==> src/rtl/prefix_code_decoder_macros.svh <==
// Assertion macros used by the prefix-code decoder RTL.
`ifndef PREFIX_CODE_DECODER_MACROS_SVH
`define PREFIX_CODE_DECODER_MACROS_SVH

// Same-cycle implication, sampled on clk and disabled during rst.
`define PCD_ASSERT_NOW(lbl, ant, cons, msg) \
  lbl: assert property (@(posedge clk) disable iff (rst) (ant) |-> (cons)) else $error(msg);

// Next-cycle implication, sampled on clk and disabled during rst.
`define PCD_ASSERT_NEXT(lbl, ant, cons, msg) \
  lbl: assert property (@(posedge clk) disable iff (rst) (ant) |=> (cons)) else $error(msg);

`endif

==> src/rtl/pcd_pkg.sv <==
// Constants, types and the match function of the prefix-code decoder.
`default_nettype none
package pcd_pkg;

  localparam int ENTRIES      = 64;
  localparam int MAX_CODE_LEN = 16;
  localparam int IDX_W        = $clog2(ENTRIES);
  localparam int CNT_W        = $clog2(MAX_CODE_LEN + 1);
  localparam int WORD_W       = 16;
  localparam int LEN_W        = 5;
  localparam int BLK_W        = 6;
  localparam int ENTRY_W      = WORD_W + LEN_W;
  localparam int IN_TDATA_W   = 32;
  localparam int OUT_TDATA_W  = 8;

  localparam logic OP_LOAD = 1'b0;
  localparam logic OP_BIT  = 1'b1;

  typedef struct packed {
    logic [WORD_W-1:0] word;
    logic [LEN_W-1:0]  len;
  } entry_t;

  // True when a stored entry equals the accumulated code exactly.
  function automatic logic entry_hit(entry_t e, logic [MAX_CODE_LEN-1:0] bits,
                                     logic [CNT_W-1:0] cnt);
    logic [31:0] mask;
    logic [31:0] w;
    logic [31:0] p;
    mask = (32'd1 << e.len) - 32'd1;
    w    = 32'(e.word) & mask;
    p    = 32'(bits);
    return (e.len != '0) && (32'(e.len) == 32'(cnt)) && (w == p);
  endfunction

endpackage
`default_nettype wire

==> src/rtl/prefix_code_decoder.sv <==
// Top level of the prefix-code decoder: table RAM, bit accumulator and search sequencer.
//
// The block decodes a prefix-coded bit stream against a loadable codeword table.
// Input beats arrive on the s_ group. s_tuser selects the kind of beat: a load
// beat writes one table entry (block number, codeword bits, codeword length) and
// gives no result. A code-bit beat appends one bit to the accumulator and then
// walks the table RAM one entry per cycle, comparing each stored codeword with the
// accumulator through one shared comparator. The first (lowest) matching entry ends
// the walk early and its block number goes out on the m_ group; after MAX_CODE_LEN
// bits with no match a beat flagged by m_tuser goes out. The table walk reads
// through the single registered RAM read port; with no match it reads every entry.
// The result register parts the two sides: a new input beat is taken while an
// earlier result still waits for m_tready, and a walk that ends while the result
// register is full waits until it drains.
// Reset clears the accumulator, the output valid and the per-entry valid bits, so
// every table entry reads as empty right after reset; no clearing pass is needed.
`include "prefix_code_decoder_macros.svh"
`default_nettype none
module prefix_code_decoder (
  input  wire logic                           clk,
  input  wire logic                           rst,
  input  wire logic                           s_tvalid,
  output logic                                s_tready,
  // entry_block [5:0], entry_bits [21:6], entry_length [26:22], code_bit [27], zero [31:28]
  input  wire logic [pcd_pkg::IN_TDATA_W-1:0] s_tdata,
  // opcode [0]
  input  wire logic                           s_tuser,
  output logic                                m_tvalid,
  input  wire logic                           m_tready,
  // block_out [5:0], zero [7:6]
  output logic [pcd_pkg::OUT_TDATA_W-1:0]     m_tdata,
  // bad_code [0]
  output logic                                m_tuser
);
  import pcd_pkg::*;

  localparam logic [1:0] ST_IDLE = 2'd0;
  localparam logic [1:0] ST_SCAN = 2'd1;
  localparam logic [1:0] ST_HOLD = 2'd2;

  logic [1:0]              state;
  logic [ENTRIES-1:0]      valid;
  logic [MAX_CODE_LEN-1:0] pend_bits;
  logic [CNT_W-1:0]        pend_cnt;
  logic [IDX_W:0]          issue_idx;
  logic                    cmp_vld;
  logic [IDX_W-1:0]        cmp_idx;
  logic                    vbit;
  logic [BLK_W-1:0]        res_block;
  logic                    res_bad;
  logic [BLK_W-1:0]        out_block;

  // Unpacked input beat.
  logic              in_op;
  logic [BLK_W-1:0]  in_blk;
  logic [WORD_W-1:0] in_bits;
  logic [LEN_W-1:0]  in_len;
  logic              in_cbit;

  logic   accept;
  logic   in_range;
  logic   load_en;
  logic   issue_on;
  logic   hit;
  logic   last;
  logic   out_free;
  entry_t wr_entry;
  entry_t rd_entry;

  assign in_op   = s_tuser;
  assign in_blk  = s_tdata[BLK_W-1:0];
  assign in_bits = s_tdata[BLK_W+WORD_W-1:BLK_W];
  assign in_len  = s_tdata[BLK_W+WORD_W+LEN_W-1:BLK_W+WORD_W];
  assign in_cbit = s_tdata[BLK_W+WORD_W+LEN_W];

  assign s_tready = (state == ST_IDLE);
  assign accept   = s_tvalid && s_tready;
  assign in_range = (32'(in_blk) < ENTRIES);
  assign load_en  = accept && (in_op == OP_LOAD) && in_range;
  assign wr_entry = '{word: in_bits, len: in_len};

  // The walk issues one RAM read per cycle; the compare happens in the cycle after the read.
  assign issue_on = (state == ST_SCAN) && (issue_idx < (IDX_W+1)'(ENTRIES));

  pcd_ram #(
    .WIDTH (ENTRY_W),
    .DEPTH (ENTRIES)
  ) u_table (
    .clk     (clk),
    .wr_en   (load_en),
    .wr_addr (IDX_W'(in_blk)),
    .wr_data (wr_entry),
    .rd_en   (issue_on),
    .rd_addr (issue_idx[IDX_W-1:0]),
    .rd_data (rd_entry)
  );

  // An entry never loaded since reset counts as empty through its valid bit.
  assign hit      = (state == ST_SCAN) && cmp_vld && vbit &&
                    entry_hit(rd_entry, pend_bits, pend_cnt);
  assign last     = (state == ST_SCAN) && cmp_vld && (cmp_idx == IDX_W'(ENTRIES - 1));
  assign out_free = !m_tvalid || m_tready;

  always_ff @(posedge clk) begin
    if (rst) begin
      state     <= ST_IDLE;
      valid     <= '0;
      pend_bits <= '0;
      pend_cnt  <= '0;
      issue_idx <= '0;
      cmp_vld   <= 1'b0;
      m_tvalid  <= 1'b0;
    end else begin
      cmp_vld <= issue_on;
      if (issue_on) begin
        issue_idx <= issue_idx + 1'b1;
      end

      if (load_en) begin
        valid[IDX_W'(in_blk)] <= 1'b1;
      end

      case (state)
        ST_IDLE: begin
          if (accept && (in_op == OP_BIT)) begin
            pend_bits <= {pend_bits[MAX_CODE_LEN-2:0], in_cbit};
            pend_cnt  <= pend_cnt + 1'b1;
            issue_idx <= '0;
            state     <= ST_SCAN;
          end
        end
        ST_SCAN: begin
          if (hit) begin
            res_block <= BLK_W'(cmp_idx);
            res_bad   <= 1'b0;
            pend_bits <= '0;
            pend_cnt  <= '0;
            state     <= ST_HOLD;
          end else if (last) begin
            if (32'(pend_cnt) >= MAX_CODE_LEN) begin
              res_block <= '0;
              res_bad   <= 1'b1;
              pend_bits <= '0;
              pend_cnt  <= '0;
              state     <= ST_HOLD;
            end else begin
              state <= ST_IDLE;
            end
          end
        end
        ST_HOLD: begin
          if (out_free) begin
            state <= ST_IDLE;
          end
        end
        default: begin
          state <= ST_IDLE;
        end
      endcase

      // Result register: loads from the held result, otherwise drains on m_tready.
      if ((state == ST_HOLD) && out_free) begin
        m_tvalid <= 1'b1;
      end else if (m_tready) begin
        m_tvalid <= 1'b0;
      end
    end
  end

  // Compare stage payload: index and valid bit travel with the RAM read.
  always_ff @(posedge clk) begin
    if (issue_on) begin
      cmp_idx <= issue_idx[IDX_W-1:0];
      vbit    <= valid[issue_idx[IDX_W-1:0]];
    end
    if ((state == ST_HOLD) && out_free) begin
      out_block <= res_block;
      m_tuser   <= res_bad;
    end
  end

  assign m_tdata = {{(OUT_TDATA_W - BLK_W){1'b0}}, out_block};

  `PCD_ASSERT_NOW(a_bad_zero_block, m_tvalid && m_tuser, out_block == '0, "bad code with nonzero block")
  `PCD_ASSERT_NOW(a_cnt_limit, 1'b1, 32'(pend_cnt) <= MAX_CODE_LEN, "accumulator count overflow")
  `PCD_ASSERT_NEXT(a_bit_starts_walk, accept && (in_op == OP_BIT), state == ST_SCAN, "bit beat did not start the table walk")
  `PCD_ASSERT_NEXT(a_hold_waits, (state == ST_HOLD) && m_tvalid && !m_tready, (state == ST_HOLD) && m_tvalid, "held result lost while output stalled")

endmodule
`default_nettype wire

==> src/rtl/pcd_ram.sv <==
// Generic single-port-write, single-port-read RAM with a registered read.
`default_nettype none
module pcd_ram #(
  parameter int WIDTH = 8,
  parameter int DEPTH = 16
) (
  input  wire logic                     clk,
  input  wire logic                     wr_en,
  input  wire logic [$clog2(DEPTH)-1:0] wr_addr,
  input  wire logic [WIDTH-1:0]         wr_data,
  input  wire logic                     rd_en,
  input  wire logic [$clog2(DEPTH)-1:0] rd_addr,
  output logic      [WIDTH-1:0]         rd_data
);

  logic [WIDTH-1:0] mem [DEPTH];

  always_ff @(posedge clk) begin
    if (wr_en) begin
      mem[wr_addr] <= wr_data;
    end
    if (rd_en) begin
      rd_data <= mem[rd_addr];
    end
  end

endmodule
`default_nettype wire
==> config.mk <==
export PLATFORM = sky130hd
export DESIGN_NAME = prefix_code_decoder
export DESIGN_NICKNAME = d
export VERILOG_FILES = /design/src/rtl/pcd_pkg.sv /design/src/rtl/prefix_code_decoder.sv /design/src/rtl/pcd_ram.sv
export VERILOG_INCLUDE_DIRS = /design/src /design/src/rtl
export SDC_FILE = /design/constraint.sdc
export NUM_CORES = 1
export LEC_CHECK = 0
export BUFFER_PORTS_ARGS = -buffer_cell sky130_fd_sc_hd__buf_4
export CORE_UTILIZATION = 50
export DETAILED_ROUTE_END_ITERATION = 16
export HOLD_SLACK_MARGIN = 0.08
export PLACE_DENSITY = 0.65
export SLEW_MARGIN = 20
export SYNTH_ARGS = -nofsm -noshare
export SYNTH_HDL_FRONTEND = slang
export SYNTH_HIERARCHICAL = 1
export SYNTH_SLANG_ARGS = --single-unit
==> constraint.sdc <==
create_clock -name clk -period 4.65 [get_ports clk]
set_clock_uncertainty 0.15 [all_clocks]
set_input_delay 0.2325 -clock clk [delete_from_list [all_inputs] [get_ports clk]]
set_output_delay 0.2325 -clock clk [all_outputs]
set_load 0.005 [all_outputs]
After elaboration in Yosys (flattened, before gate mapping)
Memory sizes are Yosys's and may differ from the RTL's. A register that Yosys moved wholly into a read port is not among the register bits. Cells that the tools add are included.

Register bits: 117. Memory bits (writable): 1344. Memories kept: 1. Word-level logic and storage cells: 91.

Memories: u_table.mem (depth 64, bits a word 21, read ports 1, clocked after Yosys merged registers in 1, write ports 1, line pcd_ram.sv:16) `logic [WIDTH-1:0] mem [DEPTH];`.

Reduce and logical (&&, ||, !) cells: 23. $add $sub $neg: 3. Magnitude comparators: 5. Shift operators: 1. Eq/ne operators: 9. Bitwise gates (word level): 4. Muxes and demuxes: 32.

Operator list (number): 2-to-1 mux 16 bit (4); OR 64 bit (1); AND 16 x 32 -> 32 bit (1); equality test 32 x 16 -> 1 bit (1); case mux 16 bit (2 select lines) (1); left shift 1 x 5 -> 32 bit, first input constant (1); subtractor 32 x 1 -> 32 bit, second input constant (1); 2-to-1 mux 7 bit (3); 2-to-1 mux 5 bit (4); 2-to-1 mux 6 bit (3); < comparator 6 x 7 -> 1 bit, second input constant (2); logical AND 1 bit (12); 2-to-1 mux 2 bit (5); case mux 5 bit (2 select lines) (1); 2-to-1 mux 1 bit (8); AND reduction 4 bit (2); nonzero test 2 bit (4); adder 7 x 1 -> 7 bit, second input constant (1); < comparator 7 bit, second input constant (1); binary-select mux 1 bit (select 6 bit) (1); demux 1 bit (select 6 bit) (1); equality test 6 bit, second input constant (1); greater-or-equal comparator 6 x 1 -> 1 bit, second input constant (1); case mux 2 bit (3 select lines) (1); 15 further kinds (16).

Depth between registers and ports, before layout
Depth in word-level cells: 8. Mapped depth: 14. Gate-level depth less buffers: 10.

Hierarchy
The synthesis kept the hierarchy.

Modules (own cells, without submodules): pcd_ram (cells each 2190, instances 1, area an instance 51927.3 µm², seq. area each 40989.3 µm²); prefix_code_decoder (cells each 554, instances 1, area an instance 5469.0 µm², seq. area each 2552.4 µm²).

Least setup slack after synthesis
OpenSTA, ideal clock, no wires.

Path type: register to register. Start point: register u_table.rd_data[4] (read register of u_table.mem). End point: register res_bad, enable pin. Path buffers: 2. Required time: 4176 ps. Slack: 1396 ps. Stages on the path, launching flop included: 13. Data arrival time: 2780 ps. Path through: edfxtp_1 > buf_4 > nor2_2 > nand3_1 > ha_1 > or4_4 > nor3_2 > o21ai_0 > a211oi_1 > and4_1 > buf_6 > and2_1 > o21a_1.

Word-level cells in the longest chain between the ends: 8. Elaborated cells on any way between the ends: 12. Classes of those cells: add/sub: 1; eq/ne: 2; shift: 1; bitwise: 1; reduce/logical: 7.

RTL lines: from (decl) (line pcd_ram.sv:13) `output logic [WIDTH-1:0] rd_data`; left shift 1 x 5 -> 32 bit (line pcd_pkg.sv:30) `mask = (32'd1 << e.len) - 32'd1;`; subtractor 32 x 1 -> 32 bit (line pcd_pkg.sv:30); AND 16 x 32 -> 32 bit (line pcd_pkg.sv:31) `w = 32'(e.word) & mask;`; equality test 32 x 16 -> 1 bit (line pcd_pkg.sv:33) `return (e.len != '0) && (32'(e.len) == 32'(cnt)) && (w == p);`; logical AND 1 bit (*) (line pcd_pkg.sv:33); logical AND 1 bit (*) (line prefix_code_decoder.sv:99) `assign hit = (state == ST_SCAN) && cmp_vld && vbit &&`; nonzero test 2 bit (no source line); AND reduction 4 bit (no source line) (*); to (signal assigned) (line prefix_code_decoder.sv:135) `res_bad <= 1'b0;`; to (signal assigned) (line prefix_code_decoder.sv:142) `res_bad <= 1'b1;`; to (decl) (line prefix_code_decoder.sv:50) `logic res_bad;`.

Every way passes the cells marked *; elsewhere a longest branch is shown, timed or not. A chain may end at the register's enable or synchronous reset.

Worst setup path after layout
Start point: register u_table.rd_data[1] (read register of u_table.mem). End point: register state[0].

Word-level cells in the longest chain between the ends: 8. Elaborated cells on any way between the ends: 13. Classes of those cells: add/sub: 1; eq/ne: 3; shift: 1; mux: 2; bitwise: 1; reduce/logical: 5.

RTL lines: left shift 1 x 5 -> 32 bit (line pcd_pkg.sv:30); subtractor 32 x 1 -> 32 bit (line pcd_pkg.sv:30); AND 16 x 32 -> 32 bit (line pcd_pkg.sv:31); equality test 32 x 16 -> 1 bit (line pcd_pkg.sv:33); logical AND 1 bit (*) (line pcd_pkg.sv:33); logical AND 1 bit (*) (line prefix_code_decoder.sv:99); inequality test 3 bit (no source line) / 2-to-1 mux 2 bit (equally long branches); AND reduction 3 bit (no source line) / case mux 2 bit (3 select lines) (equally long branches); to (signal assigned) (line prefix_code_decoder.sv:106) `state <= ST_IDLE;`; to (signal assigned) (line prefix_code_decoder.sv:129) `state <= ST_SCAN;`; to (signal assigned) (line prefix_code_decoder.sv:138) `state <= ST_HOLD;`; to (decl) (line prefix_code_decoder.sv:41) `logic [1:0] state;`.

Marks and branches as above.

==> flow_metrics.env <==
export IMPL_io_pins=48
export IMPL_drt_pass1_iterations=9
export IMPL_crit_path_end_kind="flop"
export IMPL_start_util_pct=50.7
export IMPL_root_buffer="clkbuf_16"
export IMPL_synthMuxAreaShare_pct=15.9
export IMPL_drive_above_1_share_pct=27.7
export IMPL_maxCapViolCount=0
export IMPL_die_area_sq_mm=0.116
export IMPL_netlist_instances=2744
export IMPL_grt_pass1_wl_um=201000
export IMPL_critical_path_startpoint_type="flop"
export IMPL_min_delay_start="res_bad$_SDFFCE_PP0P_"
export IMPL_syn_area_per_cell_sq_um=20.9
export IMPL_cts_tree="done"
export IMPL_p_per_area_mw_per_mm2=425
export IMPL_critPathArrivalTime_ps=4190
export IMPL_power_leakage_nw=20.0
export IMPL_synth_commonest_cells="edfxtp_1 (1,386), mux4_2 (377), nor2_1 (155), dfxtp_1 (96), a21oi_1 (85)"
export IMPL_viasPerCell=6.26
export IMPL_fin_hold_ws_ps=267
export IMPL_reg2reg_slack_ps=960
export IMPL_io_buffers=41
export IMPL_worst_slack_ps=955
export IMPL_coreArea_sq_mm=0.113
export IMPL_timing_fmax_ghz=0.271
export IMPL_synth_xor_area_share_pct=0.244
export IMPL_vias=28700
export IMPL_grt_pass1_vias=29400
export IMPL_synth_warnings=6
export IMPL_stdcell_count=4576
export IMPL_slew_violations=0
export IMPL_ys_types=73
export IMPL_required_ps=5150
export IMPL_fin_crit_sh_pct=79.5
export IMPL_synth_compound_area_share_pct=3.24
export IMPL_cts_resized=0
export IMPL_cts_inserted_buffers=152
export IMPL_worst_pin_slew_ps=976
export IMPL_areaGrowthSynthToFinish_pct=14.2
export IMPL_fin_util_pct=58.0
export IMPL_dp_worst_setup_slack_ps=1030
export IMPL_power_total_mw=27.9
export IMPL_overflow=0
export IMPL_routed_wl_um=137000
export IMPL_clk_pin_slew_ps=60
export IMPL_postPlaceCellArea_sq_mm=0.0601
export IMPL_synth_most_common_cell="edfxtp_1"
export IMPL_synth_edf_count=1386
export IMPL_yosysTopAreaCell="edfxtp_1"
export IMPL_cts_setup_buffers=0
export IMPL_drt_antenna_violating_nets=0
export IMPL_dp_hpwl_um=79000
export IMPL_setup_viol=0
export IMPL_synthFlopType="edfxtp_1"
export IMPL_reg2reg_to="state[0]$_SDFFE_PP0P_"
export IMPL_stdcell_area_sq_mm=0.0656
export IMPL_place_congestion=0.816
export IMPL_rsz0062_at_grt="false"
export IMPL_cts_buffer_depth=3
export IMPL_hold_depth=0
export IMPL_relSlewSlack_pct=34.4
export IMPL_fp_dieH_um=341
export IMPL_ys_seq_area_share_pct=75.9
export IMPL_synth_simple_area_share_pct=3.21
export IMPL_nFillCells=8129
export IMPL_clock_sinks=1482
export IMPL_period_needed_ps=3690
export IMPL_async_flop_share_pct=0
export IMPL_tns_ps=0
export IMPL_synth_top_family_by_area="multiplexers"
export IMPL_grt_max_degree=74
export IMPL_r2r_start="u_table/rd_data[1]$_DFFE_PP_"
export IMPL_cp_max_fo=11
export IMPL_reg2regPathDepth=12
export IMPL_antenna_found_initial=3
export IMPL_dr_first_iter_drc_count=3211
export IMPL_placedCellCount=4255
export IMPL_synth_top_cell_area_share_pct=72.5
export IMPL_min_to="m_tuser$_DFFE_PP_"
export IMPL_final_nets=2994
export IMPL_rows=123
export IMPL_yosys_register_bits=1482
export IMPL_ir_worst_vdd_uv=351
export IMPL_cts_htree_levels=4
export IMPL_insertion_delay_ps=760
export IMPL_yosys_area_share_adder_pct=0.0872
export IMPL_die_x_um=341
export IMPL_hold_viol_final=0
export IMPL_status="completed"
export IMPL_route_detailed_drc=0
export IMPL_syn_area_sq_mm=0.0574
export IMPL_wl_per_cell_um=30.0
export IMPL_ys_top_cells_by_area="edfxtp_1 (73%), mux4_2 (15%), dfxtp_1 (3.3%), nor2_1 (1.0%), mux2i_1 (0.91%)"
export IMPL_min_path_type="reg -> reg"
export IMPL_grt_use_total_pct=24.0
export IMPL_worstSetupPathType="reg -> reg"
routing by layer:
layer | vias up | wire length [um] | part of all wire [%] | track usage (%)
met4 | 0 | 2950 | 2.1 | 6.71
met3 | 188 | 10100 | 7.3 | 4.01
met5 | - | 0 | 0 | 0
met2 | 1223 | 68200 | 50 | 38.6
met1 | 15300 | 56100 | 41 | 34.4
li1 | 11900 | - | - | -
worst max-delay path: stages, from the launching register on:
cell and delay, ps:
edfxtp_1 400, nor2_2 350, nand3_1 130, ha_1 270
buf_4 190, nor4b_4 330, a22oi_1 140, o221ai_1 190
o211ai_1 180, nor3_1 220, and4_1 330, o22ai_1 110
dlygate4sd3_1 580
kinds of logic (layout without fill, tap and decap cells):
| family | after synthesis | after routing |
|---|---|---|
| multiplexers | 437 | 437 |
| flip-flops | 1482 | 1482 |
| AO/OA/AOI/OAI | 277 | 277 |
| buffers and inverters | 169 | 498 |
| AND/OR/NAND/NOR | 358 | 358 |
| adder cells (fa/ha/maj) | 4 | 4 |
| XOR/XNOR | 16 | 16 |
| other | 1 | 4 |
worst max path at each step:
| stage | start | cells past startpoint | to | slack [ps] |
|---|---|---|---|---|
| 2_1_floorplan | u_table/rd_data[4]$_DFFE_PP_ | 12 | res_bad$_SDFFCE_PP0P_ | 1400 |
| 3_3_place_gp | u_table/rd_data[1]$_DFFE_PP_ | 10 | res_bad$_SDFFCE_PP0P_ | 970 |
| 3_5_place_dp | u_table/rd_data[1]$_DFFE_PP_ | 10 | res_block[4]$_SDFFCE_PN0P_ | 1030 |
| 4_1_cts | u_table/rd_data[1]$_DFFE_PP_ | 10 | state[0]$_SDFFE_PP0P_ | 960 |
| 5_1_grt | u_table/rd_data[1]$_DFFE_PP_ | 12 | state[0]$_SDFFE_PP0P_ | 720 |
| 6_report | u_table/rd_data[1]$_DFFE_PP_ | 12 | state[0]$_SDFFE_PP0P_ | 960 |
layout by cell type, fill, tap and decap left out, types with 20 or more instances in the layout:
master | netlist | final
edfxtp_1 | 1386 | 1386
mux4_2 | 377 | 377
clkbuf_16 | 0 | 153
buf_4 | 35 | 150
nor2_1 | 155 | 91
dfxtp_1 | 96 | 90
a21oi_1 | 85 | 85
nor2_2 | 2 | 65
mux2i_1 | 52 | 52
dlygate4sd3_1 | 0 | 44
nor2b_1 | 40 | 40
nand2_1 | 36 | 36
o221ai_1 | 36 | 36
clkbuf_1 | 71 | 35
o21ai_0 | 30 | 30
clkinv_1 | 0 | 26
o31ai_1 | 21 | 21
o22ai_1 | 20 | 20
state kept, by name, indices dropped and copies added (netlist names):
name	cells
valid	64
state	2
pend_bits	16
issue_idx	7
out_block	6
pend_cnt	5
res_bad	1
vbit	1
u_table/rd_data	21
cmp_idx	6
m_tvalid	1
res_block	6
u_table/mem	1344
m_tuser	1
cmp_vld	1
power by group:
part           total [mW]  internal (mW)  switching (mW)
registers            14.6           14.6          0.0330
logic                1.06          0.424           0.639
clock network        12.1           7.00            5.14
layout make-up:
class / instances / area (sq um) / share of cell area, %
flip-flops and latches: 1482 / 43600 / 66.4
multi-input cells: 1094 / 13200 / 20.1
clock buffers: 190 / 3990 / 6.08
repair buffers: 210 / 1890 / 2.88
well taps: 1500 / 1880 / 2.86
clock inverters: 85 / 1020 / 1.56
inverters: 13 / 48.8 / 0.0744
diodes: 2 / 5.00 / 0.00763
repair_timing:
item | 4_1_cts | 5_1_grt
endpoints found under the setup margin | 0 | 0
hold buffers | 43 | 1
endpoints found under the hold margin | 1427 | 8
(Power assumes the default switching activity.)
